===== src/hdl/cubic_curve_point_evaluator_defines.svh =====
// assertion macros for the cubic curve evaluator
`ifndef CUBIC_CURVE_POINT_EVALUATOR_DEFINES_SVH
`define CUBIC_CURVE_POINT_EVALUATOR_DEFINES_SVH

// same-cycle implication
`define CCPE_ASSERT_IMP(lbl, ante, cons, msg) \
  lbl: assert property (@(posedge clk_i) disable iff (!rst_ni) (ante) |-> (cons)) \
    else $error(msg);

// next-cycle implication
`define CCPE_ASSERT_NXT(lbl, ante, cons, msg) \
  lbl: assert property (@(posedge clk_i) disable iff (!rst_ni) (ante) |=> (cons)) \
    else $error(msg);

`endif


===== src/hdl/ccpe_pkg.sv =====
package ccpe_pkg;

  typedef enum logic [1:0] {
    FUNC_BEZIER  = 2'd0,
    FUNC_BSPLINE = 2'd1,
    FUNC_CATMULL = 2'd2
  } func_e;

  typedef enum logic [1:0] {
    DIV_ONE = 2'd0,
    DIV_TWO = 2'd1,
    DIV_SIX = 2'd2
  } div_e;

  typedef struct packed {
    logic zero;
    div_e div;
  } ctl_t;

  // divide by three, one digit per stage
  localparam int DIGIT_W = 16;
  localparam int RECIP_SHIFT = DIGIT_W + 3;
  localparam logic [DIGIT_W+1:0] RECIP3 = (DIGIT_W + 2)'((1 << RECIP_SHIFT) / 3 + 1);

endpackage


===== src/hdl/ccpe_div.sv =====
module ccpe_div #(
  parameter int ACC_W = 39
) (
  input  logic                    clk_i,
  input  logic                    rst_ni,
  input  logic                    in_valid_i,
  output logic                    in_ready_o,
  input  logic signed [ACC_W-1:0] acc_i,
  input  ccpe_pkg::ctl_t          ctl_i,
  output logic                    out_valid_o,
  input  logic                    out_ready_i,
  output logic signed [ACC_W-1:0] value_o,
  output ccpe_pkg::ctl_t          ctl_o
);
  import ccpe_pkg::*;

  localparam int YW  = ACC_W + 1;
  localparam int ND  = (YW + DIGIT_W - 1) / DIGIT_W;
  localparam int PW  = ND * DIGIT_W;
  localparam int VDW = DIGIT_W + 2;
  localparam logic [YW-1:0]    Y_BIAS = YW'(3) << (ACC_W - 1);
  localparam logic [ACC_W-1:0] Q_BIAS = {1'b1, {(ACC_W - 1){1'b0}}};

  logic signed [ACC_W:0]   acc_x;
  logic signed [ACC_W:0]   acc_r;
  logic signed [ACC_W-1:0] u_d;
  logic [YW-1:0]           y;
  logic [VDW-1:0]          v      [ND:1];
  logic [2*VDW-1:0]        prod   [ND:1];
  logic [DIGIT_W-1:0]      qd     [ND:1];
  logic [VDW-1:0]          r_full [ND:1];
  logic [PW-1:0]           num_d  [ND:0];
  logic [1:0]              rem_d  [ND:0];
  logic [ND+1:0]           rdy;
  logic [ACC_W-1:0]        quot;

  logic [ND:0]             vld_q;
  logic [PW-1:0]           num_q [ND:0];
  logic [1:0]              rem_q [ND:0];
  logic signed [ACC_W-1:0] u_q   [ND:0];
  ctl_t                    ctl_q [ND:0];

  // pre-rounding by half the divisor, then bias to a non-negative numerator
  always_comb begin
    acc_x = {acc_i[ACC_W-1], acc_i};
    case (ctl_i.div)
      DIV_TWO: acc_r = (acc_x + $signed((ACC_W + 1)'(1))) >>> 1;
      DIV_SIX: acc_r = (acc_x + $signed((ACC_W + 1)'(3))) >>> 1;
      default: acc_r = acc_x;
    endcase
    u_d = acc_r[ACC_W-1:0];
    y   = {u_d[ACC_W-1], u_d} + Y_BIAS;
  end

  // long division by three, top digit first, quotient shifts in at the bottom
  always_comb begin
    num_d[0] = PW'(y);
    rem_d[0] = 2'd0;
    for (int k = 1; k <= ND; k++) begin
      v[k]      = {rem_q[k-1], num_q[k-1][PW-1 -: DIGIT_W]};
      prod[k]   = (2 * VDW)'(v[k]) * (2 * VDW)'(RECIP3);
      qd[k]     = prod[k][RECIP_SHIFT +: DIGIT_W];
      r_full[k] = v[k] - VDW'({qd[k], 1'b0}) - VDW'(qd[k]);
      rem_d[k]  = r_full[k][1:0];
      num_d[k]  = {num_q[k-1][PW-DIGIT_W-1:0], qd[k]};
    end
  end

  always_comb begin
    rdy[ND+1] = out_ready_i;
    for (int s = ND; s >= 0; s--) begin
      rdy[s] = !vld_q[s] || rdy[s+1];
    end
  end

  assign in_ready_o = rdy[0];

  always_ff @(posedge clk_i or negedge rst_ni) begin
    if (!rst_ni) begin
      vld_q <= '0;
    end else begin
      if (rdy[0]) begin
        vld_q[0] <= in_valid_i;
      end
      for (int s = 1; s <= ND; s++) begin
        if (rdy[s]) begin
          vld_q[s] <= vld_q[s-1];
        end
      end
    end
  end

  always_ff @(posedge clk_i) begin
    if (rdy[0]) begin
      num_q[0] <= num_d[0];
      rem_q[0] <= rem_d[0];
      u_q[0]   <= u_d;
      ctl_q[0] <= ctl_i;
    end
    for (int s = 1; s <= ND; s++) begin
      if (rdy[s]) begin
        num_q[s] <= num_d[s];
        rem_q[s] <= rem_d[s];
        u_q[s]   <= u_q[s-1];
        ctl_q[s] <= ctl_q[s-1];
      end
    end
  end

  assign quot        = num_q[ND][ACC_W-1:0];
  assign value_o     = (ctl_q[ND].div == DIV_SIX) ? $signed(quot - Q_BIAS) : u_q[ND];
  assign ctl_o       = ctl_q[ND];
  assign out_valid_o = vld_q[ND];

endmodule


===== config.mk =====
export PLATFORM = sky130hd
export DESIGN_NAME = ccpe_div
export DESIGN_NICKNAME = d
export VERILOG_FILES = /design/src/hdl/cubic_curve_point_evaluator_defines.svh /design/src/hdl/ccpe_pkg.sv /design/src/hdl/ccpe_div.sv
export SDC_FILE = /design/constraint.sdc
export NUM_CORES = 1
export LEC_CHECK = 0
export BUFFER_PORTS_ARGS = -buffer_cell sky130_fd_sc_hd__buf_2
export CAP_MARGIN = 10
export CORE_ASPECT_RATIO = 1.4
export CORE_MARGIN = 2
export CORE_UTILIZATION = 30
export CTS_CLUSTER_SIZE = 20
export DETAILED_ROUTE_END_ITERATION = 10
export PLACE_DENSITY = 0.56
export SLEW_MARGIN = 20
export SYNTH_ARGS = -nofsm -noshare
export SYNTH_HDL_FRONTEND = slang
export SYNTH_SLANG_ARGS = --single-unit

===== constraint.sdc =====
create_clock -name clk_i -period 8 [get_ports clk_i]
set_input_delay 1.6 -clock clk_i [delete_from_list [all_inputs] [get_ports clk_i]]
set_output_delay 1.6 -clock clk_i [all_outputs]
set_load 0.1 [all_outputs]

# == After elaboration in Yosys (flattened, before gate mapping) ==
# Memory sizes are Yosys's and may differ from the RTL's.
# Cells that the tools add are included.
# op_classes
n_bitwise,0
addsub,10
n_shift,0
mul,3
n_reduce_logical,8
muxes,10
magnitude_cmp,0
n_eq_ne,3
n_div,0
# op_table
operator,count
$mul A18 B18 Y35 const B,3
$pmux W39 S2,1
$add A39 B2 Y40 const B,1
$add A39 B3 Y40 const B,1
$add A39 B39 Y40 const B,1
$mux W39,1
$sub A39 B39 Y39 const B,1
$sub A2 B2 Y2,6
$mux W1,8
$eq A2 B2 Y1 const B,2
$logic_not A1 Y1,4
$logic_or A1 B1 Y1,4
$eq A2 B1 Y1 const B,1
# totals
mem_bits_rw,368
input_bits,46
out_inout_bits,44
reg_bits,4
memories,4
latch_bits,0
rom_bits,0
# mem_list
name,words,word_bits,rd,rd_clocked_by_memory_dff,write_ports,line,source
num_q,4,48,4,0,4,ccpe_div.sv:38,logic [PW-1:0] num_q [ND:0];
u_q,4,39,4,0,4,ccpe_div.sv:40,logic signed [ACC_W-1:0] u_q [ND:0];
ctl_q,4,3,4,0,4,ccpe_div.sv:41,ctl_t ctl_q [ND:0];
rem_q,4,2,3,0,4,ccpe_div.sv:39,logic [1:0] rem_q [ND:0];

# == Depth between registers and ports, before layout ==
# logic_depth
depth_word,7
depth_mapped,20
ltp_nobuf,20

# == Worst setup path after synthesis ==
# No wires, ideal clock.
# synth_path
path_type,flip-flop to flip-flop
startpoint,memory num_q[2][37] (netlist name)
endpoint,"memory num_q[3][7] (netlist name), data pin"
arrival_ns,5.326
setup_slack_ns,2.416
synth_period_minus_slack_ns,5.584
stages_incl_launch_ff,20
cell_sequence,edfxtp_1 > ha_1 > fa_1 > inv_1 > fa_1 > inv_1 > fa_1 > inv_1 > fa_1 > fa_1 > inv_1 > ha_1 > buf_6 > a21oi_2 > o21bai_1 > a221o_1 > a22o_1 > or3_4 > a21oi_2 > xnor2_1
# synth_lines
element,line
from (decl),ccpe_div.sv:38

==> impl_metrics.yaml <==
hold_path:
  min_path_type: "reg -> reg"
clocking:
  postCtsSetupBuffers: 0
  cts_num_sinks: 246
  clkTransAtPathRegs_ps: 60
  cts_root_buffer: "clkbuf_16"
  clk_latency_ps: 590
  cts_hold_buf: 0
  post_cts_resized: 0
  htreeDepth: 1
  clk_path_buf_depth: 3
  cts_tree: "yes"
  cts_buffers: 27
synth:
  synth-compound-area-share: 0.06675
  synth.ff_latch_count: 246
  ys_async_sr_fraction: 0.01626
  synth_xor_area_frac: 0.02234
  synthMuxAreaShare: 0.02165
  syn-mean-instance-area_um2: 11.32
  synth_top_family_by_area: "adder cells"
  synthFlopType: "edfxtp_1"
  synth_fa_ha_area_frac: 0.4297
  synth_nets: 2793
  synth_top_area_share: 0.3082
  yosys_warnings: 0
  yosys-top-cells-area: "edfxtp_1 (31%), ha_1 (22%), fa_1 (21%)"
  synth_simple_gate_area_frac: 0.05248
  synth_edf_count: 242
  syn_area_mm2: 0.02358
  seq_area_frac_synth: 0.3124
  synthesis.instances: 2083
  ys_types: 76
  yosysTopAreaCell: "edfxtp_1"
grt:
  grt_overflow_total: 0
  grt_max_degree: 69
  grt_usage: 0.1392
  antenna_found_initial: 0
  grt_pass1_vias: 16200
  grt_pass1_wl_mm: 87.32
timing:
  worst_slack_ps: 1816
  finalSetupViolCount: 0
  period_needed_ps: 6184
  finalSetupTns_ps: 0
  worstMarginPinSlew_ps: 1035
  max_freq_mhz: 161.7
  max-slew-margin-rel: 0.3102
  maxSlewViolCount: 0
  fin_crit_sh: 0.7730
  rsz0062_at_grt: "false"
  finalClockSkew_ps: 24.70
  hold_viol_final: 0
critical_path:
  crit_type: "reg -> reg"
  crit_arrival_ps: 6500
  max_stage_delay_ps: 550
  start_kind: "register"
  critPathTopFamily: "adder cells"
  crit_chain: "ha_1 -> fa_1 -> inv_1 -> fa_1 -> inv_1 -> fa_1 -> inv_1 -> fa_1 -> fa_1 -> inv_1 -> ha_1 -> nand3_1 -> nor2_1 -> a221oi_1 -> nor2_1 -> nor3_1 -> nand2_1 -> o311a_1"
  crit_required_ps: 8320
  crit_fanout: 7
  crit_top_cell: "fa_1"
  crit_slowest_cell: "fa_1"
  path_buf_inv: 4
  end_kind: "register"
finish:
  area_growth_syn_to_layout_pct: 11.14
  drive_above_1_share: 0.09453
  diodes: 0
  final_cell_mix: "inv_1 (573), ha_1 (421), fa_1 (243)"
  final_nets: 2901
  fill_cells: 7854
  final_common_cell: "inv_1"
routing:
  vias_per_cell: 4.512
  drc: 0
  drt-pass1-iter-count: 5
  wl_mm: 54.51
  drtIter0Drc: 573
  ant_nets: 0
  dr_total_vias: 14690
  wl_per_cell_um: 16.74
job:
  cap_violations: 0
floorplan:
  die_w_um: 241.0
  dieHeight_um: 335.7
  core_mm2: 0.07782
  rows: 121
  initial_utilization: 0.3030
  ios: 90
  dieArea_mm2: 0.08089
outcome:
  status: "finished, final reports clean"
placed_design:
  io_buffers: 89
  place_congestion: 0.8947
  dp_hpwl_mm: 45.58
  pre_cts_ws_ps: 1712
## worst paths after layout
kind | start | end | slack, ps | cells past startpoint
min reg2reg | u_q[0][21]$_DFFE_PP_ | num_q[1][37]$_DFFE_PP_ | 410 | 0
max in group asynchronous | rst_ni | vld_q[0]$_DFFE_PN0P_ | 7060 | 1
min | u_q[0][21]$_DFFE_PP_ | num_q[1][37]$_DFFE_PP_ | 410 | 0
max | num_q[2][37]$_DFFE_PP_ | num_q[3][15]$_DFFE_PP_ | 1820 | 18
min in group asynchronous | rst_ni | vld_q[3]$_DFFE_PN0P_ | 800 | 1
max reg2reg | num_q[2][37]$_DFFE_PP_ | num_q[3][15]$_DFFE_PP_ | 1820 | 18
## worst reg2reg max path, stage by stage (launching register included)
cell      delay, ps
edfxtp_1        540
ha_1            420
fa_1            530
inv_1            60
fa_1            520
inv_1            50
fa_1            540
inv_1            60
fa_1            500
fa_1            550
inv_1            40
ha_1            390
nand3_1         200
nor2_1           60
a221oi_1        330
nor2_1           90
nor3_1          530
nand2_1         180
o311a_1         320
## kinds of logic (layout without fill, tap and decap cells)
family,after synthesis,after routing
AOI/OAI and AO/OA,244,244
xor gates and xnor gates,57,57
adders and majority gates,664,664
buffers and inverters,590,718
DFF,246,246
muxes,46,46
and+or+nand+nor,236,236
## cells in the mapped netlist (7+ instances only)
cell and count:
o21ai_0 44, a21oi_1 84, and2_1 8, a31oi_1 11, o21a_1 9, and3_1 13, nor2b_1 7, nand4_1 10
clkbuf_1 8, xor2_1 22, inv_1 574, nor3_1 21, o211ai_1 10, nor2_1 40, nand2b_1 9, ha_1 421
a21o_1 19, xnor2_1 33, edfxtp_1 242, nand3_1 31, a211oi_1 8, mux2_2 40, fa_1 243, nand2_1 66
## through the flow
| step | cells | utilization | instance area, um^2 | hold WS, ps |
|---|---|---|---|---|
| after floorplan | 2083 | - | 23580 | 400.3 |
| after global placement | 3207 | 0.3254 | 25320 | 401.1 |
| after detailed placement | 3207 | 0.3254 | 25320 | 404.5 |
| after CTS | 3256 | 0.3368 | 26210 | 412.4 |
| after global routing | 3256 | 0.3368 | 26210 | 424.1 |
| final | 3256 | 0.3368 | 26210 | 414.7 |
## final cells by class
cell class                 count  area [um^2]  share of cell area
timing repair buffer          95        490.5             0.01871
tap                         1045         1308             0.04989
clock buffer                  30        686.9             0.02621
inverter                     574         2156             0.08226
sequential                   246         7367              0.2811
clock inverter                19        198.9            0.007591
multi-input combinational   1247        14000              0.5342
## state kept, by name, indices dropped and copies added (netlist names)
register and cells:
ctl_q 12, num_q 116, rem_q 4, u_q 110
vld_q 4
## layer usage
layer,track usage,vias to the layer above,routed length [um]
li1,-,7120,-
met1,0.1565,7234,21420
met2,0.2674,254,29510
met3,0.01289,83,1585
met4,0.05267,0,1999
met5,0,-,0
Power is not shown: default switching activity piles up to over one toggle a cycle in this logic, so the estimate is an artifact.
