--- src/hdl/cubic_curve_point_evaluator_defines.svh ---
// assertion macros for the cubic curve evaluator
`ifndef CUBIC_CURVE_POINT_EVALUATOR_DEFINES_SVH
`define CUBIC_CURVE_POINT_EVALUATOR_DEFINES_SVH

// same-cycle implication
`define CCPE_ASSERT_IMP(lbl, ante, cons, msg) \
  lbl: assert property (@(posedge clk_i) disable iff (!rst_ni) (ante) |-> (cons)) \
    else $error(msg);

// next-cycle implication
`define CCPE_ASSERT_NXT(lbl, ante, cons, msg) \
  lbl: assert property (@(posedge clk_i) disable iff (!rst_ni) (ante) |=> (cons)) \
    else $error(msg);

`endif

--- src/hdl/ccpe_pkg.sv ---
package ccpe_pkg;

  typedef enum logic [1:0] {
    FUNC_BEZIER  = 2'd0,
    FUNC_BSPLINE = 2'd1,
    FUNC_CATMULL = 2'd2
  } func_e;

  typedef enum logic [1:0] {
    DIV_ONE = 2'd0,
    DIV_TWO = 2'd1,
    DIV_SIX = 2'd2
  } div_e;

  typedef struct packed {
    logic zero;
    div_e div;
  } ctl_t;

  // divide by three, one digit per stage
  localparam int DIGIT_W = 16;
  localparam int RECIP_SHIFT = DIGIT_W + 3;
  localparam logic [DIGIT_W+1:0] RECIP3 = (DIGIT_W + 2)'((1 << RECIP_SHIFT) / 3 + 1);

endpackage

--- src/hdl/ccpe_step.sv ---
module ccpe_step #(
  parameter int FRAC_BITS = 16,
  parameter int ACC_W     = 39
) (
  input  logic                    clk_i,
  input  logic                    rst_ni,
  input  logic                    in_valid_i,
  output logic                    in_ready_o,
  input  logic signed [ACC_W-1:0] acc_i,
  input  logic [3*ACC_W-1:0]      coef_i,
  input  logic [FRAC_BITS:0]      t_i,
  input  ccpe_pkg::ctl_t          ctl_i,
  output logic                    out_valid_o,
  input  logic                    out_ready_i,
  output logic signed [ACC_W-1:0] acc_o,
  output logic [3*ACC_W-1:0]      coef_o,
  output logic [FRAC_BITS:0]      t_o,
  output ccpe_pkg::ctl_t          ctl_o
);
  import ccpe_pkg::*;

  localparam int TW    = FRAC_BITS + 1;
  localparam int LO_W  = ACC_W / 2;
  localparam int HI_W  = ACC_W - LO_W;
  localparam int PL_W  = LO_W + TW;
  localparam int PH_W  = HI_W + TW + 1;
  localparam int SUM_W = ACC_W + TW + 1;
  localparam logic [SUM_W-1:0] HALF = SUM_W'(1) << (FRAC_BITS - 1);

  logic [LO_W-1:0]        lo;
  logic signed [HI_W-1:0] hi;
  logic signed [TW:0]     t_s;
  logic [PL_W-1:0]        plo_d;
  logic signed [PH_W-1:0] phi_d;
  logic signed [SUM_W-1:0] sum;
  logic signed [SUM_W-1:0] rnd;
  logic signed [ACC_W-1:0] acc_d;
  logic                    rdy1;

  // partial products
  logic                   vld0_q;
  logic [PL_W-1:0]        plo_q;
  logic signed [PH_W-1:0] phi_q;
  logic [3*ACC_W-1:0]     coef0_q;
  logic [FRAC_BITS:0]     t0_q;
  ctl_t                   ctl0_q;

  // rounded product plus coefficient
  logic                    vld1_q;
  logic signed [ACC_W-1:0] acc1_q;
  logic [3*ACC_W-1:0]      coef1_q;
  logic [FRAC_BITS:0]      t1_q;
  ctl_t                    ctl1_q;

  always_comb begin
    lo    = acc_i[LO_W-1:0];
    hi    = acc_i[ACC_W-1:LO_W];
    t_s   = {1'b0, t_i};
    plo_d = PL_W'(lo) * PL_W'(t_i);
    phi_d = PH_W'(hi) * PH_W'(t_s);
  end

  always_comb begin
    sum   = (SUM_W'(phi_q) <<< LO_W) + $signed(SUM_W'(plo_q)) + $signed(HALF);
    rnd   = sum >>> FRAC_BITS;
    acc_d = $signed(rnd[ACC_W-1:0]) + $signed(coef0_q[ACC_W-1:0]);
  end

  assign rdy1       = !vld1_q || out_ready_i;
  assign in_ready_o = !vld0_q || rdy1;

  always_ff @(posedge clk_i or negedge rst_ni) begin
    if (!rst_ni) begin
      vld0_q <= 1'b0;
      vld1_q <= 1'b0;
    end else begin
      if (in_ready_o) begin
        vld0_q <= in_valid_i;
      end
      if (rdy1) begin
        vld1_q <= vld0_q;
      end
    end
  end

  always_ff @(posedge clk_i) begin
    if (in_ready_o) begin
      plo_q   <= plo_d;
      phi_q   <= phi_d;
      coef0_q <= coef_i;
      t0_q    <= t_i;
      ctl0_q  <= ctl_i;
    end
    if (rdy1) begin
      acc1_q  <= acc_d;
      coef1_q <= {{ACC_W{1'b0}}, coef0_q[3*ACC_W-1:ACC_W]};
      t1_q    <= t0_q;
      ctl1_q  <= ctl0_q;
    end
  end

  assign out_valid_o = vld1_q;
  assign acc_o       = acc1_q;
  assign coef_o      = coef1_q;
  assign t_o         = t1_q;
  assign ctl_o       = ctl1_q;

endmodule

--- config.mk ---
export PLATFORM = sky130hd
export DESIGN_NAME = ccpe_step
export DESIGN_NICKNAME = d
export VERILOG_FILES = /design/src/hdl/cubic_curve_point_evaluator_defines.svh /design/src/hdl/ccpe_pkg.sv /design/src/hdl/ccpe_step.sv
export SDC_FILE = /design/constraint.sdc
export NUM_CORES = 2
export LEC_CHECK = 0
export ABC_AREA = 1
export BUFFER_PORTS_ARGS = -buffer_cell sky130_fd_sc_hd__buf_2
export CAP_MARGIN = 30
export CORE_UTILIZATION = 45
export CTS_CLUSTER_SIZE = 14
export DETAILED_ROUTE_END_ITERATION = 8
export PLACE_DENSITY = 0.65
export SYNTH_ARGS = -nofsm -noshare
export SYNTH_HDL_FRONTEND = slang
export SYNTH_SLANG_ARGS = --single-unit
--- constraint.sdc ---
create_clock -name clk_i -period 11.1 [get_ports clk_i]
set_input_delay 0.555 -clock clk_i [delete_from_list [all_inputs] [get_ports clk_i]]
set_output_delay 0.555 -clock clk_i [all_outputs]
set_load 0.01 [all_outputs]
======== Yosys cells after proc, flatten, opt, wreduce, memory -nomap -nowiden ========
Index checks and enable logic that the tools add are counted.
operators by class
  $add $sub $neg .......................... 3
  multipliers ............................. 2
  divide/modulo/power cells ............... 0
  magnitude comparators ................... 0
  equality and inequality tests ........... 0
  shift operators ......................... 0
  muxes and demuxes ....................... 0
  bitwise gates (word level) .............. 0
  reductions and logical operators ........ 4
operator list
  kind                    count
  $add 55x17->55 const B  1
  $add 55x37->55          1
  $add 39x39->39          1
  $mul 19x17->36          1
  $mul 20x18->36          1
  $logic_not 1->1         2
  $logic_or 1x1->1        2
storage, ports and cells
  register bits after elaboration ......... 348
  latch bits .............................. 0
  bits in writable memories ............... 0
  bits in read-only memories .............. 0
  input port bits ......................... 180
  output and inout bits ................... 178
  memories ................................ 0

======== Logic depth before layout (Yosys ltp) ========
  depth in word-level cells ............... 3
  gate-level depth with buffers ........... 29
  gate-level depth less buffers ........... 27

======== Worst setup path after synthesis ========
OpenSTA, ideal clock, no wires.
  kind .................................... input port to flip-flop
  start point ............................. input port out_ready_i
  end point ............................... register coef0_q[0] (enable)
  setup time .............................. 2.069 ns
  arrival time ............................ 5.006 ns
  data required time ...................... 9.031 ns
  slack ................................... 4.024 ns
  stages on the path ...................... 2
  path buffers ............................ 0
  path through ............................ inv_1 > nand3_1
between the ends
  longest elaborated chain between the ends .. 2
ends and longest elaborated chain
  item                  line             text
  start, declared       ccpe_step.sv:14  input logic out_ready_i,
  $logic_or 1x1->1      ccpe_step.sv:69  assign rdy1 = !vld1_q || out_ready_i;
  $logic_or 1x1->1      ccpe_step.sv:70  assign in_ready_o = !vld0_q || rdy1;
  via in_ready_o        ccpe_step.sv:8   output logic in_ready_o,
  end signal, assigned  ccpe_step.sv:90  coef0_q <= coef_i;
  end, declared         ccpe_step.sv:44  logic [3*ACC_W-1:0] coef0_q;
The timed path passes the listed nets, and every way through them passes these cells.
A chain may end at the register's enable or synchronous reset.

======== Final worst setup path ========
  start point ............................. input port t_i[8]
  end point ............................... register plo_q[32] (data pin)
between the ends
  longest elaborated chain between the ends .. 1
ends and longest elaborated chain
  item                  line             text
  start, declared       ccpe_step.sv:11  input logic [FRAC_BITS:0] t_i,
  $mul 19x17->36        ccpe_step.sv:59  plo_d = PL_W'(lo) * PL_W'(t_i);
  via plo_d[32]         ccpe_step.sv:33  logic [PL_W-1:0] plo_d;
  end signal, assigned  ccpe_step.sv:88  plo_q <= plo_d;
  end, declared         ccpe_step.sv:42  logic [PL_W-1:0] plo_q;
The timed path passes the listed nets, and every way through them passes these cells.

==> summary.txt <==
Clock network
  • CTS Sinks: 333
  • Setup repair bufs after CTS: 0
  • Number of levels in the clock H-tree: 2
  • CTS Hold Buffers Added: 1
  • Worst-Skew Late Latency: 0.58 ns
  • Worst-case clock buffer depth: 3
  • Resized cells post-CTS: 0
  • CTS root buffer: clkbuf_16
  • Number of buffers created by CTS: 40
  • TritonCTS clock tree: built
  • Clock-pin slew on the worst setup and hold paths: 0.06 ns

Logic synthesis
  • Syn_area_per_cell: 8.68 um2
  • FF+latch count, synth: 333
  • Yosys top cell by area: fa_1
  • Synth Cell Area: 38800 um2
  • Yosys top cell area share: 30.1%
  • Sequential fraction of the synthesis area: 25.8%
  • Cell variety after synth: 41
  • Cells after Synth: 4467
  • Area contributors post-synth: fa_1 (30%), edfxtp_1 (26%), inv_1 (11%)
  • Ys flop type: edfxtp_1
  • Syn. warnings: 0
  • Post-synth ARST share: 0.601%
  • EDFF count, synth: 331

STA
  • Ratio of final minimum period to clock period: 54.5%
  • Layout Skew: 0.0171 ns
  • Fin crit period: 6.05 ns
  • Max Clk Rate: 165 MHz
  • Final setup fails: 0
  • Setup TNS: 0 ns
  • RSZ-0062 raised after global routing: false
  • Final Hold Violating Endpoints: 0
  • Actual slew at the worst max-slew pin: 1.05 ns
  • Slew Viols, Final: 0
  • Max_slew headroom: 30.1%

Setup path
  • Worst Setup SP: t_i[8]
  • Reg2reg path depth: 14
  • CP Launch Type: primary input
  • CP Capture Type: flip-flop
  • Worst Path Class, Setup: in -> reg
  • R2R Path Start: plo_q[26]
  • Worst EP required: 11.42 ns
  • Crit path max fanout: 40
  • Slowest cell on the critical path: buf_2
  • CP Cell Sequence: buf_2 -> nand2_1 -> fa_1 -> inv_1 -> fa_1 -> inv_1 -> fa_1 -> inv_1 -> fa_1 -> fa_1 -> inv_1 -> fa_1 -> inv_1 -> ha_1 -> nand2_1 -> nor4_1 -> nand2_1 -> nand2_1 -> nand2_1 -> nand3_1 -> nand2_1
  • WP buf/inv: 6
  • Stages on the worst setup path: 21
  • Top delay family on crit path: adder cells
  • CP arrival: 6.37 ns
  • CP peak stage delay: 0.76 ns

Die
  • Cell row count: 107
  • Initial Util: 45.5%
  • CORE AREA: 85300 um2
  • Die height: 295 um
  • Die width: 295 um
  • Die ar.: 87300 um2
  • Num ports: 358

GRT
  • Initial antenna violation count: 4
  • Vias in the first global route: 29900
  • First-pass GRT wire length: 161 mm
  • GR peak layer: met2
  • Met1 usage: 32.2%
  • Met3 usage: 3.87%
  • Gr usage total: 23.8%
  • Met2 usage: 40.2%
  • Grt ovf: 0
  • Largest net degree at the start of global routing: 104

Run status
  • Run status: complete, no violations

Finish
  • Final core occ: 49.9%
  • Area Growth Syn to Fin: 9.85%
  • Share of layout cells above drive strength 1: 9.31%
  • Final #Nets: 5713

Min path
  • Hold crit path type: in -> reg
  • Hold depth: 1
  • Hold Crit Start: coef_i[72]

Detailed routing
  • Vias: 29000
  • WL per Instance: 17.2 um
  • WL final: 101 mm
  • Final antenna-violating net count: 0
  • Initial DRC Count: 1790
  • DRC Markers: 0
  • DRT Pass-1 Iters: 6
  • Avg Vias per Cell: 4.93

Place
  • Gpl congestion: 0.920
  • Input/output buffers: 318
  • Final HPWL DP: 78.9 mm

Job
  • Maxcap violations: 0
-- final cells by class --
cell class	count	area [um2]
Inverter	1180	4430
Sequential cell	333	9990
Timing Repair Buffer	335	1780
Multi-Input combinational cell	2808	23700
Fill cell	8086	42700
Clock buffer	44	1020
Clock inverter	25	264
Antenna cell	1	2.50
Tap cell	1144	1430
-- registers in the layout, indices dropped and copies added, names as in the netlist --
signal and flops:
plo_q 21, phi_q 36, t0_q 17, acc_o 39, coef_o 78, ctl_o 3, vld0_q 1, t_o 17
out_valid_o 1, ctl0_q 3, coef0_q 117
-- cell usage in the layout, fill, tap and decap left out, types with 4 or more instances in the layout --
cell type and count:
nand2_1 1155, o21ai_0 65, clkbuf_1 4, buf_2 318
fa_1 582, conb_1 39, nand4_1 30, a21boi_0 10
nand3_1 88, o211ai_1 4, o21bai_1 22, nor4_1 11
nor3_1 16, nand3_2 7, edfxtp_1 331, clkinv_2 6
inv_1 1180, nand2_2 19, buf_4 12, a21o_1 15
nand3b_1 4, o21ai_1 4, ha_1 253, clkbuf_16 40
nor2_2 11, nor2_1 206, a21oi_1 135, clkinv_1 7
xnor2_1 26, xor2_1 71, a31oi_1 12
-- kinds of logic after synthesis --
group / synth area share (%)
simple gates: 16.2
buf+inv: 13.6
fa+ha+maj: 38.2
flops: 25.8
compound gates: 4.04
xor+xnor: 2.19
other cells: 0.00967
-- Yosys cell counts, drive strengths merged (12+ instances only) --
library cell / count
inv: 1180
nand2: 1176
fa: 582
edfxtp: 331
ha: 253
nor2: 217
a21oi: 135
clkbuf: 133
nand3: 96
o21ai: 71
xor2: 71
buf: 51
nand4: 30
xnor2: 26
o21bai: 24
nor3: 19
a21o: 15
a31oi: 12
-- metrics by stage --
step	hold slack, ns	cells	worst slack, ns	instance area, um2
after detailed placement	0.372	5797	4.50	41200
final	0.147	5870	5.05	42600
after floorplan	0.259	4505	4.02	38900
after global placement	0.374	5796	4.50	41200
after CTS	0.104	5867	5.10	42500
after global routing	0.114	5870	4.78	42600
-- routing by layer --
layer | share of wire [%] | vias up | wire, um
li1 | - | 13700 | -
met1 | 44 | 14200 | 44300
met2 | 47 | 933 | 47400
met3 | 7.2 | 131 | 7290
met4 | 2.0 | 6 | 2030
met5 | 0.041 | - | 41
-- path summary, 6_finish.rpt --
kind                       slack [ns]           to
max                              5.05    plo_q[32]
min                              0.15  coef0_q[72]
max reg2reg                      7.29    acc_o[24]
min reg2reg                      0.41    coef_o[7]
max in group asynchronous       10.64       vld0_q
min in group asynchronous        0.33  out_valid_o
-- worst register-to-register path: cells and delay by family, from the launching register on --
family	cells	cell delay, ns
AO/OA/AOI/OAI	2	0.51
XOR/XNOR	2	0.45
flip-flops	1	0.42
AND/OR/NAND/NOR	8	1.43
adder cells (fa/ha/maj)	2	0.83
Power is not shown: default switching activity piles up to over one toggle a cycle in this logic, so the estimate is an artifact.
