--- src/hdl/cubic_curve_point_evaluator_defines.svh ---
// assertion macros for the cubic curve evaluator
`ifndef CUBIC_CURVE_POINT_EVALUATOR_DEFINES_SVH
`define CUBIC_CURVE_POINT_EVALUATOR_DEFINES_SVH

// same-cycle implication
`define CCPE_ASSERT_IMP(lbl, ante, cons, msg) \
  lbl: assert property (@(posedge clk_i) disable iff (!rst_ni) (ante) |-> (cons)) \
    else $error(msg);

// next-cycle implication
`define CCPE_ASSERT_NXT(lbl, ante, cons, msg) \
  lbl: assert property (@(posedge clk_i) disable iff (!rst_ni) (ante) |=> (cons)) \
    else $error(msg);

`endif

--- src/hdl/ccpe_pkg.sv ---
package ccpe_pkg;

  typedef enum logic [1:0] {
    FUNC_BEZIER  = 2'd0,
    FUNC_BSPLINE = 2'd1,
    FUNC_CATMULL = 2'd2
  } func_e;

  typedef enum logic [1:0] {
    DIV_ONE = 2'd0,
    DIV_TWO = 2'd1,
    DIV_SIX = 2'd2
  } div_e;

  typedef struct packed {
    logic zero;
    div_e div;
  } ctl_t;

  // divide by three, one digit per stage
  localparam int DIGIT_W = 16;
  localparam int RECIP_SHIFT = DIGIT_W + 3;
  localparam logic [DIGIT_W+1:0] RECIP3 = (DIGIT_W + 2)'((1 << RECIP_SHIFT) / 3 + 1);

endpackage

--- src/hdl/ccpe_coef.sv ---
module ccpe_coef #(
  parameter int VALUE_WIDTH = 32,
  parameter int FRAC_BITS   = 16,
  parameter int ACC_W       = 39
) (
  input  logic                          clk_i,
  input  logic                          rst_ni,
  input  logic                          in_valid_i,
  output logic                          in_ready_o,
  input  logic [1:0]                    func_i,
  input  logic signed [VALUE_WIDTH-1:0] ctrl_0_i,
  input  logic signed [VALUE_WIDTH-1:0] ctrl_1_i,
  input  logic signed [VALUE_WIDTH-1:0] ctrl_2_i,
  input  logic signed [VALUE_WIDTH-1:0] ctrl_3_i,
  input  logic [FRAC_BITS:0]            param_t_i,
  output logic                          out_valid_o,
  input  logic                          out_ready_i,
  output logic signed [ACC_W-1:0]       acc_o,
  output logic [3*ACC_W-1:0]            coef_o,
  output logic [FRAC_BITS:0]            t_o,
  output ccpe_pkg::ctl_t                ctl_o
);
  import ccpe_pkg::*;

  localparam int EXT_W = ACC_W - VALUE_WIDTH;
  localparam logic [FRAC_BITS:0] T_ONE = {1'b1, {FRAC_BITS{1'b0}}};

  function automatic logic signed [ACC_W-1:0] x3(input logic signed [ACC_W-1:0] x);
    return (x <<< 1) + x;
  endfunction

  logic signed [ACC_W-1:0] p0, p1, p2, p3;
  logic signed [ACC_W-1:0] a_d, b_d, c_d, d_d;
  logic [FRAC_BITS:0]      t_d;
  ctl_t                    ctl_d;

  logic                    vld_q;
  logic signed [ACC_W-1:0] acc_q;
  logic [3*ACC_W-1:0]      coef_q;
  logic [FRAC_BITS:0]      t_q;
  ctl_t                    ctl_q;

  always_comb begin
    p0 = {{EXT_W{ctrl_0_i[VALUE_WIDTH-1]}}, ctrl_0_i};
    p1 = {{EXT_W{ctrl_1_i[VALUE_WIDTH-1]}}, ctrl_1_i};
    p2 = {{EXT_W{ctrl_2_i[VALUE_WIDTH-1]}}, ctrl_2_i};
    p3 = {{EXT_W{ctrl_3_i[VALUE_WIDTH-1]}}, ctrl_3_i};
    a_d = p3 - p0 + x3(p1) - x3(p2);
    ctl_d.zero = 1'b0;
    case (func_i)
      FUNC_BEZIER: begin
        b_d = x3(p0) - (x3(p1) <<< 1) + x3(p2);
        c_d = x3(p1) - x3(p0);
        d_d = p0;
        ctl_d.div = DIV_ONE;
      end
      FUNC_BSPLINE: begin
        b_d = x3(p0) - (x3(p1) <<< 1) + x3(p2);
        c_d = x3(p2) - x3(p0);
        d_d = p0 + (p1 <<< 2) + p2;
        ctl_d.div = DIV_SIX;
      end
      FUNC_CATMULL: begin
        b_d = (p0 <<< 1) - x3(p1) - (p1 <<< 1) + (p2 <<< 2) - p3;
        c_d = p2 - p0;
        d_d = p1 <<< 1;
        ctl_d.div = DIV_TWO;
      end
      default: begin
        b_d = '0;
        c_d = '0;
        d_d = '0;
        ctl_d.zero = 1'b1;
        ctl_d.div = DIV_ONE;
      end
    endcase
    t_d = (param_t_i > T_ONE) ? T_ONE : param_t_i;
  end

  assign in_ready_o = !vld_q || out_ready_i;

  always_ff @(posedge clk_i or negedge rst_ni) begin
    if (!rst_ni) begin
      vld_q <= 1'b0;
    end else if (in_ready_o) begin
      vld_q <= in_valid_i;
    end
  end

  always_ff @(posedge clk_i) begin
    if (in_ready_o) begin
      acc_q  <= a_d;
      coef_q <= {d_d, c_d, b_d};
      t_q    <= t_d;
      ctl_q  <= ctl_d;
    end
  end

  assign out_valid_o = vld_q;
  assign acc_o       = acc_q;
  assign coef_o      = coef_q;
  assign t_o         = t_q;
  assign ctl_o       = ctl_q;

endmodule

--- config.mk ---
export PLATFORM = sky130hd
export DESIGN_NAME = ccpe_coef
export DESIGN_NICKNAME = d
export VERILOG_FILES = /design/src/hdl/cubic_curve_point_evaluator_defines.svh /design/src/hdl/ccpe_pkg.sv /design/src/hdl/ccpe_coef.sv
export SDC_FILE = /design/constraint.sdc
export NUM_CORES = 1
export LEC_CHECK = 0
export ABC_CLOCK_PERIOD_IN_PS = 7300
export BUFFER_PORTS_ARGS = -buffer_cell sky130_fd_sc_hd__buf_2
export CORE_AREA = 2 2 376 192
export DETAILED_ROUTE_END_ITERATION = 8
export DIE_AREA = 0 0 378 194
export PLACE_DENSITY_LB_ADDON = 0.15
export SLEW_MARGIN = 30
export SYNTH_ARGS = -nofsm -noshare
export SYNTH_HDL_FRONTEND = slang
export SYNTH_SLANG_ARGS = --single-unit
--- constraint.sdc ---
create_clock -name clk_i -period 7.3 [get_ports clk_i]
set_input_delay 1.46 -clock clk_i [delete_from_list [all_inputs] [get_ports clk_i]]
set_output_delay 1.46 -clock clk_i [all_outputs]
set_load 0.01 [all_outputs]
=== Word-level counts from Yosys, hierarchy flattened ===
Index checks and enable logic that the tools add are counted.

* Memories kept: 0
* Bits in latches: 0
* Bits in registers: 177
* Output and inout bits: 178
* Bits in writable memories: 0
* Memory bits (read-only): 0
* Word-level logic and storage cells: 36

* Order comparisons: 1
* Bitwise logic cells: 0
* Divide/modulo/power cells: 0
* $add $sub $neg: 17
* Equal/unequal tests: 2
* Multipliers: 0
* Muxes and demuxes: 5
* Reductions and logical operators: 5
* Shift operators: 0

{| class="wikitable"
|+ Operators by type and width
! kind !! count
|-
| 39-bit case mux with 3 select lines || 2
|-
| 33-bit by 32-bit adder with 34-bit output || 3
|-
| 39-bit case mux with 2 select lines || 1
|-
| 36-bit by 34-bit adder with 37-bit output || 2
|-
| 34-bit by 34-bit subtractor with 35-bit output || 2
|-
| 32-bit by 32-bit subtractor with 33-bit output || 2
|-
| 37-bit by 32-bit subtractor with 38-bit output || 1
|-
| 35-bit by 32-bit adder with 36-bit output || 1
|-
| 34-bit by 35-bit subtractor with 36-bit output || 1
|-
| 35-bit by 33-bit subtractor with 36-bit output || 1
|-
| 35-bit by 34-bit subtractor with 36-bit output || 1
|-
| 32-bit by 34-bit adder with 35-bit output || 1
|-
| 33-bit by 34-bit adder with 35-bit output || 1
|-
| 33-bit by 34-bit subtractor with 35-bit output || 1
|-
| 17-bit > comparator, second input constant || 1
|-
| 2-bit case mux with 2 select lines || 1
|-
| 3-bit OR reduction || 1
|-
| 2-bit by 1-bit == test with 1-bit output, second input constant || 1
|-
| 2-bit == test, second input constant || 1
|-
| 2-bit logical NOT || 1
|-
| 2-bit OR reduction || 1
|-
| 1-bit logical NOT || 1
|-
| 1-bit logical OR || 1
|-
| 1-bit two-way mux || 1
|}

=== Depth between registers and ports, before layout ===
Gate-level depths: netlist of the first run.

* Depth after elaboration: 6
* Mapped depth: 29
* Mapped depth without buffers: 29

=== Worst setup path before layout of the first run ===
No wires, ideal clock.

* Path type: input to register
* Start point: input port ctrl_1_i[8]
* End point: register coef_q[38] (netlist: coef_o[38]) (data pin)
* Cell stages on the path: 27
* Required time: 7035 ps
* Setup time: 265 ps
* Setup slack: -37 ps
* Arrival: 7072 ps
* Buffers on the path: 0
* Cell sequence: ha_1 -> a21o_1 -> a21o_1 -> a21o_1 -> a31oi_1 -> o21ai_0 -> a221o_1 -> a21oi_1 -> xor2_1 -> inv_1 -> fa_1 -> inv_1 -> fa_1 -> inv_1 -> fa_1 -> inv_1 -> ha_1 -> a21o_1 -> a211oi_1 -> o21ai_0 -> a21o_1 -> o31ai_1 -> nor2_1 -> a21oi_1 -> o31ai_1 -> xnor2_1 -> o21ai_1

* Cells in the longest elaborated chain, start to end: 6
* Elaborated cells between the ends (all ways): 8
* Classes of those cells: 7 x add/sub; 1 x mux

{| class="wikitable"
|+ Ends and longest elaborated chain
! what !! RTL line !! source
|-
| start: declaration || ccpe_coef.sv:12 || <nowiki>input logic signed [VALUE_WIDTH-1:0] ctrl_1_i,</nowiki>
|-
| 33-bit by 32-bit adder with 34-bit output || ccpe_coef.sv:29 || <nowiki>return (x <<< 1) + x;</nowiki>
|-
| 33-bit by 34-bit subtractor with 35-bit output || ccpe_coef.sv:64 || <nowiki>b_d = (p0 <<< 1) - x3(p1) - (p1 <<< 1) + (p2 <<< 2) - p3;</nowiki>
|-
| 35-bit by 33-bit subtractor with 36-bit output || ccpe_coef.sv:64 ||
|-
| 36-bit by 34-bit adder with 37-bit output || ccpe_coef.sv:64 ||
|-
| 37-bit by 32-bit subtractor with 38-bit output || ccpe_coef.sv:64 ||
|-
| 39-bit case mux with 2 select lines (*) || ccpe_coef.sv:50 || <nowiki>case (func_i)</nowiki>
|-
| end signal: assignment || ccpe_coef.sv:93 || <nowiki>coef_q <= {d_d, c_d, b_d};</nowiki>
|-
| end: declaration || ccpe_coef.sv:39 || <nowiki>logic [3*ACC_W-1:0] coef_q;</nowiki>
|}

Every way passes the cells marked *; elsewhere a longest branch is shown, timed or not.
A chain may end at the register's enable or synchronous reset.

=== Worst setup path after layout of the first run ===
* Start point: input port ctrl_1_i[9]
* End point: register coef_q[30] (netlist: coef_o[30]) (data pin)

* Cells in the longest elaborated chain, start to end: 6
* Elaborated cells between the ends (all ways): 8
* Classes of those cells: 7 x add/sub; 1 x mux

{| class="wikitable"
|+ Ends and longest elaborated chain
! what !! RTL line !! source
|-
| 33-bit by 32-bit adder with 34-bit output || ccpe_coef.sv:29 ||
|-
| 33-bit by 34-bit subtractor with 35-bit output || ccpe_coef.sv:64 ||
|-
| 35-bit by 33-bit subtractor with 36-bit output || ccpe_coef.sv:64 ||
|-
| 36-bit by 34-bit adder with 37-bit output || ccpe_coef.sv:64 ||
|-
| 37-bit by 32-bit subtractor with 38-bit output || ccpe_coef.sv:64 ||
|-
| 39-bit case mux with 2 select lines (*) || ccpe_coef.sv:50 ||
|-
| named net b_d[30] || ccpe_coef.sv:33 || <nowiki>logic signed [ACC_W-1:0] a_d, b_d, c_d, d_d;</nowiki>
|}

Mark *: on every way through the listed nets, which the timed path passes. The rest lies on a longest branch.

==> results of run 1 <==
[cells in the mapped netlist (all sizes together) (10+ instances only)]
master and n:
and3 30, mux2i 20, o31ai 12, nand2 197
edfxtp 165, nand4 18, clkbuf 59, o21ai 211
a22oi 12, a31oi 35, nand3 54, buf 21
a21oi 251, and2 16, o22ai 61, a21o 131
xor2 115, nor4 10, xnor2 145, inv 527
o21bai 42, nor2 139, o21a 31, or3 17
nand2b 40, nor3 36, a221o 11, fa 237
a211oi 34, nor2b 47, o211ai 19, ha 310
[repair_timing]
action	in CTS	in global routing
endpoints found under the setup margin	9	29
setup buffers	1	11
gates resized for setup	23	97
pin swaps	7	55
[report_power, final]
part	switching [mW]	internal, mW	total, mW
sequential	0.102	1.62	1.73
clock	0.487	0.516	1.00
combinational	6.80	5.40	12.2
[worst min-delay path by stage]
stage | startpoint | endpoint
final | rst_ni | out_valid_o
after global routing | rst_ni | out_valid_o
after CTS | rst_ni | out_valid_o
after detailed placement | out_valid_o | coef_o[115]
after global placement | out_valid_o | coef_o[115]
after floorplan | rst_ni | out_valid_o
[final cells by class]
type | instances | area share, %
Multi-Input combinational cell | 2420 | 60.8
Sequential cell | 166 | 14.5
Timing Repair Buffer | 731 | 13.7
Inverter | 527 | 5.76
Tap cell | 958 | 3.48
Clock buffer | 17 | 1.24
Clock inverter | 15 | 0.524
Antenna cell | 8 | 0.0582
[through the flow]
| step | std cells | utilization (%) |
|---|---|---|
| after CTS | 4824 | 48.3 |
| after global routing | 4840 | 49.1 |
| after floorplan | 3193 | - |
| after detailed placement | 4791 | 47.3 |
| final | 4842 | 49.1 |
| after global placement | 4791 | 47.3 |
[placed cells by master, fill, tap and decap left out, drive strengths merged, types with 16 or more instances in the layout]
cell type | netlist | routed
inv | 527 | 536
xnor2 | 145 | 145
nor3 | 36 | 36
nor2 | 139 | 139
buf | 21 | 731
ha | 310 | 310
o21bai | 42 | 42
edfxtp | 165 | 165
o211ai | 19 | 19
o21a | 31 | 31
nor2b | 47 | 47
a31oi | 35 | 35
and3 | 30 | 30
nand3 | 54 | 54
a21oi | 251 | 251
or3 | 17 | 17
nand2b | 40 | 40
and2 | 16 | 16
a211oi | 34 | 34
xor2 | 115 | 115
a21o | 131 | 131
nand2 | 197 | 197
o21ai | 211 | 211
mux2i | 20 | 20
clkbuf | 59 | 17
fa | 237 | 237
o22ai | 61 | 61
nand4 | 18 | 18
[sequential cells by signal, indices dropped and copies added, names as in the netlist]
register and flops:
acc_o 36, coef_o 109, ctl_o 3, out_valid_o 1
t_o 17
[worst reg2reg max path, cell delays in order (launching register included)]
cell and delay, ns:
dfrtp_1 0.41, nand2b_4 0.17, buf_4 0.55, buf_4 0.71
[layer usage]
layer | vias to the layer above | wire (um) | global-route usage [%]
li1 | 12500 | - | -
met1 | 12600 | 60000 | 53.8
met2 | 1534 | 35400 | 32.2
met3 | 68 | 18500 | 14.5
met4 | 6 | 984 | 4.47
met5 | - | 80 | 0
[cell families (layout without fill, tap and decap cells)]
kind of cell               Yosys count  after routing  share of synthesized area [%]
DFF                                166            166                           18.0
adders and majority gates          547            547                           31.1
buffers and inverters              607           1290                           8.40
muxes                               25             25                          0.925
xor gates and xnor gates           260            260                           8.22
and+or+nand+nor                    632            632                           11.0
other                                0              8                              0
AOI/OAI and AO/OA                  956            956                           22.4
==> run summary, run 1 <==
====================================================================================================
Average instance area after synthesis .................................................    8.68 um^2
Worst Setup SP ........................................................................  ctrl_1_i[9]
Number of synthesized flops with an enable pin ........................................          165
Final worst-path setup slack ..........................................................     0.142 ns
Setup violation total in the final timing report ......................................            0
Total count of hold-check failures in the final report ................................            0
Source-to-sink clock delay at the later pin of the worst-skew pair ....................      0.53 ns
TNS Setup .............................................................................         0 ns
Post-synth net total ..................................................................        3,891
Final design instance area without fill ...............................................  34,400 um^2
Synth async-reset ratio ...............................................................       0.602%
Part of the Yosys area used for sequential elements ...................................        18.0%
Yosys warning total ...................................................................            0
GR Util All Layers ....................................................................        31.2%
FILL cells ............................................................................        6,926
Die Y .................................................................................       194 um
Storage cell area .....................................................................    4980 um^2
Crit path buf inv count ...............................................................            8
Critical path class ................................................................... input port to flip-flop
Critical Path Stages ..................................................................           33
Worst path most repeated cell .........................................................        buf_4
Cell Area, Placed .....................................................................  33,200 um^2
Final min period ......................................................................      7.16 ns
First-pass iteration count of the detailed router .....................................            7
Required @ worst endpoint .............................................................      7.52 ns
I/O pin cnt ...........................................................................          329
Area enclosed by the die boundary .....................................................  73,300 um^2
Reg-to-reg critical path endpoint .....................................................   coef_o[91]
Cell family with the largest share of critical-path delay ............................. compound AO/OA/AOI/OAI gates
Initial drt markers ...................................................................        3,558
Routability congestion estimate .......................................................         1.01
Post-CTS Hold Buffers .................................................................            0
Biggest cell delay along the critical path ............................................      0.60 ns
Count of pins over their slew limit ...................................................            0
Status ................................................................................ finished, final reports clean
Global-route wire length before repair ................................................   166,000 um
Sink Count ............................................................................          166
Upper clock frequency limit ...........................................................    0.140 GHz
Largest net degree at the start of global routing .....................................           80
Number of nets in the finished design .................................................        4,561
Pwr Total .............................................................................      14.9 mW
Number of distinct library cells after synthesis ......................................           89
Max-cap check violation count .........................................................            0
Worst R2R Setup Slack .................................................................      5.04 ns
Via count .............................................................................       26,700
Share of the clock period used by the worst path after layout .........................        98.1%
Clock tree from TritonCTS .............................................................         done
Initial standard-cell utilization of the core .........................................        39.5%
Worst Setup End Kind ..................................................................    flip-flop
Dominant cell type by area after synthesis ............................................     edfxtp_1
Standard-cell rows ....................................................................           69
WHS ...................................................................................     0.696 ns
Arr. time, crit path ..................................................................      7.38 ns
Placeable core region .................................................................  70,100 um^2
Vias in the first global route ........................................................       24,600
Share of the synthesized area in the top cell type ....................................        17.9%
Die Span X ............................................................................       378 um
Max IR drop VDD .......................................................................     0.235 mV
Worst Clk Skew ........................................................................    0.0131 ns
DRC ...................................................................................            0
Gate count after technology mapping ...................................................        3,193
Detailed-placement wirelength estimate ................................................    99,300 um
Startpoint type of the worst setup path ...............................................   input port
CP max-delay cell .....................................................................         fa_2
Beginning of the worst register-to-register path ......................................  out_valid_o
Predominant post-synthesis flop cell ..................................................     edfxtp_1
Crit path max fanout ..................................................................            5
Grt ovf ...............................................................................            0
Relative slew slack ...................................................................        34.2%
Clock-pin slew reported for the worst setup and hold paths after clock tree synthesis .      0.08 ns
Critical path destination .............................................................   coef_o[30]
Mapped Area ...........................................................................  27,700 um^2
Port bufs .............................................................................          328
Clock tree root buffer cell ...........................................................    clkbuf_16
Vias per Instance .....................................................................         5.51
Proportion of layout cells with a drive suffix above 1 ................................        23.2%
Setup repair after global routing missed its margin ...................................          yes
Class of the tightest hold or removal check ........................................... input port to asynchronous set/reset pin
Synth-to-Final Area Change ............................................................        24.1%
Number of buffers between clock root and the deepest sink .............................            2
Power density cells ...................................................................  434 nW/um^2
Final routed wire length divided by cell count ........................................      23.7 um
Multi-input combinational cell area ...................................................  20,900 um^2
Leakage ...............................................................................      17.0 nW
H-tree depth reported by CTS ..........................................................            4
Clock buffer count from CTS ...........................................................           17
Antenna violations before repair ......................................................           12
Slew at the pin with the worst max-slew slack .........................................     0.987 ns
Number of cells on the worst reg-to-reg path ..........................................            3
Total detailed-routing wirelength .....................................................   115,000 um
Final antenna-violating net count .....................................................            0
FF+latch count, synth .................................................................          166
Post-Place Worst Slack ................................................................    -0.854 ns
Synth area leaders .................................................................... edfxtp_1 18%, fa_1 17%, ha_1 14%, inv_1 7.1%, xnor2_1 4.6%
====================================================================================================
Power figures use the tool's default switching activity.
==> run 2, diff against run 1 <==
CELL_PAD_IN_SITES_DETAIL_PLACEMENT = 0   (was unset)
CELL_PAD_IN_SITES_GLOBAL_PLACEMENT = 1   (was unset)
RECOVER_POWER = 50   (was unset)
==> run summary, run 2 (synthesis gave the netlist of run 1 again) <==
====================================================================================================
Status ................................................................................ finished, violations left
Failing checks ........................................................................ max-capacitance violations, max-slew violations
Critical path class ................................................................... input port to flip-flop
Fraction of power spent switching nets ................................................        50.3%   +0.78 points
Standard-cell rows ....................................................................           69   unchanged
Beginning of the worst register-to-register path ......................................  out_valid_o
Leakage ...............................................................................      16.6 nW   -1.9%
Total count of hold-check failures in the final report ................................            0   unchanged
Met3 routing resource usage after global routing ......................................        18.6%   +4.0 points
Power density cells ...................................................................  442 nW/um^2   +1.9%
Setup repair after global routing missed its margin ...................................          yes
M1 GR Usage ...........................................................................        57.8%   +3.9 points
Share of the clock period used by the worst path after layout .........................        98.4%   +0.37 points
H-tree depth reported by CTS ..........................................................            4   unchanged
Cell family with the largest share of critical-path delay .............................  adder cells
Biggest cell delay along the critical path ............................................      0.62 ns   +0.02 ns
First-pass iteration count of the detailed router .....................................            6   -1
Most frequent cells in the layout ..................................................... 516 x inv_1, 443 x buf_4, 302 x ha_1, 230 x a21oi_1, 229 x fa_1
Number of nets in the finished design .................................................        4,605   +0.96%
Grt ovf ...............................................................................            0   unchanged
Number of cells on the worst reg-to-reg path ..........................................            3   unchanged
FILL cells ............................................................................        6,888   -0.55%
Pint ..................................................................................      7.58 mW   +0.61%
I/O pin cnt ...........................................................................          329   unchanged
Final antenna-violating net count .....................................................            0   unchanged
Crit path buf inv count ...............................................................            7   -1
Die Span X ............................................................................       378 um   unchanged
Via count .............................................................................       27,400   +2.6%
Port bufs .............................................................................          328   unchanged
Largest net degree at the start of global routing .....................................           84   +5.0%
Slew at the pin with the worst max-slew slack .........................................      2.47 ns   +1.48 ns
Startpoint type of the worst setup path ...............................................   input port
Clock-pin slew reported for the worst setup and hold paths after clock tree synthesis .      0.08 ns   about the same
Detailed-placement wirelength estimate ................................................   110,000 um   +11%
Crit path max fanout ..................................................................            4   -1
Final min period ......................................................................      7.19 ns   +0.0274 ns
Post-CTS Hold Buffers .................................................................            0   unchanged
Worst Clk Skew ........................................................................    0.0137 ns   +0.000564 ns
Arr. time, crit path ..................................................................      7.41 ns   +0.03 ns
Number of buffers between clock root and the deepest sink .............................            2   unchanged
Clock tree root buffer cell ...........................................................    clkbuf_16
Initial standard-cell utilization of the core .........................................        39.5%   unchanged
Clock buffer count from CTS ...........................................................           17   unchanged
Max-cap check violation count .........................................................            4   +4
Final design instance area without fill ...............................................  34,500 um^2   +0.31%
Global-route wire length before repair ................................................   178,000 um   +7.0%
DRC ...................................................................................            0   unchanged
Setup violation total in the final timing report ......................................            0   unchanged
Count of pins over their slew limit ...................................................          158   +158
Net switching component of the power ..................................................      7.67 mW   +3.8%
Multi-input combinational cell area ...................................................  20,900 um^2   +0.11%
Leading cell type in the layout, fill and taps excluded ...............................        inv_1
Max IR drop VDD .......................................................................     0.310 mV   +32%
CP max-delay cell .....................................................................         fa_2
Worst path most repeated cell .........................................................        inv_1
Vias per Instance .....................................................................         5.60   +1.6%
Relative slew slack ...................................................................       -64.4%   -99 points
Antenna violations before repair ......................................................            9   -3
Area enclosed by the die boundary .....................................................  73,300 um^2   unchanged
Layer carrying the most global-route usage ............................................         met1
Class of the tightest hold or removal check ........................................... input port to asynchronous set/reset pin
Met2 Track Usage GR ...................................................................        35.0%   +2.8 points
WHS ...................................................................................     0.694 ns   -0.00238 ns
Source-to-sink clock delay at the later pin of the worst-skew pair ....................      0.52 ns   about the same
Storage cell area .....................................................................    4980 um^2   unchanged
Routability congestion estimate .......................................................         1.04   +2.7%
Placeable core region .................................................................  70,100 um^2   unchanged
Required @ worst endpoint .............................................................      7.53 ns   about the same
Cell Area, Placed .....................................................................  33,500 um^2   +1.0%
Reg-to-reg critical path endpoint .....................................................    acc_o[26]
Proportion of layout cells with a drive suffix above 1 ................................        20.0%   -3.2 points
Sink Count ............................................................................          166   unchanged
Final routed wire length divided by cell count ........................................      26.0 um   +9.5%
Total detailed-routing wirelength .....................................................   127,000 um   +11%
Clock tree from TritonCTS .............................................................         done
Combinational group share of total power ..............................................        82.0%   +0.3 points
GR Util All Layers ....................................................................        34.2%   +3.0 points
Synth-to-Final Area Change ............................................................        24.5%
Worst R2R Setup Slack .................................................................      2.75 ns   -2.29 ns
Largest register FFs ..................................................................          109   unchanged
Upper clock frequency limit ...........................................................    0.139 GHz   -0.38%
Initial drt markers ...................................................................        3,407   -4.2%
Worst Setup End Kind ..................................................................    flip-flop
Sequential cell fraction of total power ...............................................        11.4%   -0.2 points
Die Y .................................................................................       194 um   unchanged
Vias in the first global route ........................................................       25,700   +4.6%
Clk network pwr share .................................................................         6.5%   -0.2 points
====================================================================================================
## run 2: cell types whose count changed in the layout (fill, tap and decap cells not counted), sizes merged
cell,previous run,this run
inv,536,531
buf,731,603
clkbuf,17,190
diode,8,10
clkinv,2,1
clkinvlp,2,7
## run 2: power by group through the flow
stage               combinational (mW)  sequential [mW]  clock [mW]
finish                            12.5             1.75       0.994
global route                      13.5             1.78        1.04
CTS                               11.9             1.74        1.02
detailed placement                11.7             1.75           0
global placement                  11.7             1.75           0
floorplan                         6.62             1.91           0
## run 2: per-stage QoR
step	setup TNS [ns]	power (mW)	instances	setup WS, ns	util, %
floorplan	0	8.53	3193	0.0269	-
global placement	-12.44	13.4	4834	-0.797	47.8
detailed placement	-14.39	13.5	4834	-0.846	47.8
CTS	0	14.7	4868	0.0193	48.8
global route	-0.242	16.4	4883	-0.0927	49.2
finish	0	15.3	4888	0.114	49.2
## run 2: routing by layer
metal	up-vias	share of wire [%]
li1	12600	-
met1	13200	52
met2	1525	31
met3	94	16
met4	4	0.94
met5	-	0.22
## run 2: layout make-up
| type | count | area share (%) |
|---|---|---|
| multi-input cells | 2420 | 60.7 |
| flip-flops and latches | 166 | 14.4 |
| repair buffers | 775 | 13.9 |
| inverters | 527 | 5.74 |
| well taps | 958 | 3.47 |
| clock buffers | 18 | 1.24 |
| clock inverters | 14 | 0.497 |
| diodes | 10 | 0.0725 |
## run 2: repair_timing
item,4_1_cts,5_1_grt
pin swaps,7,61
endpoints found under the setup margin,10,31
gates cloned,0,0
buffers inserted,2,10
hold endpoints to repair,0,0
gates resized for setup,26,94
## run 2: how the worst max path moves through the flow
stage | endpoint | cells past startpoint | slack [ns] | start
5_1_grt | coef_o[30] | 30 | -0.09 | ctrl_1_i[1]
3_5_place_dp | coef_o[29] | 28 | -0.85 | ctrl_1_i[1]
3_3_place_gp | coef_o[29] | 28 | -0.80 | ctrl_1_i[1]
2_1_floorplan | coef_o[38] | 27 | 0.03 | ctrl_1_i[8]
4_1_cts | coef_o[33] | 30 | 0.02 | ctrl_1_i[0]
6_report | coef_o[33] | 29 | 0.11 | ctrl_1_i[1]
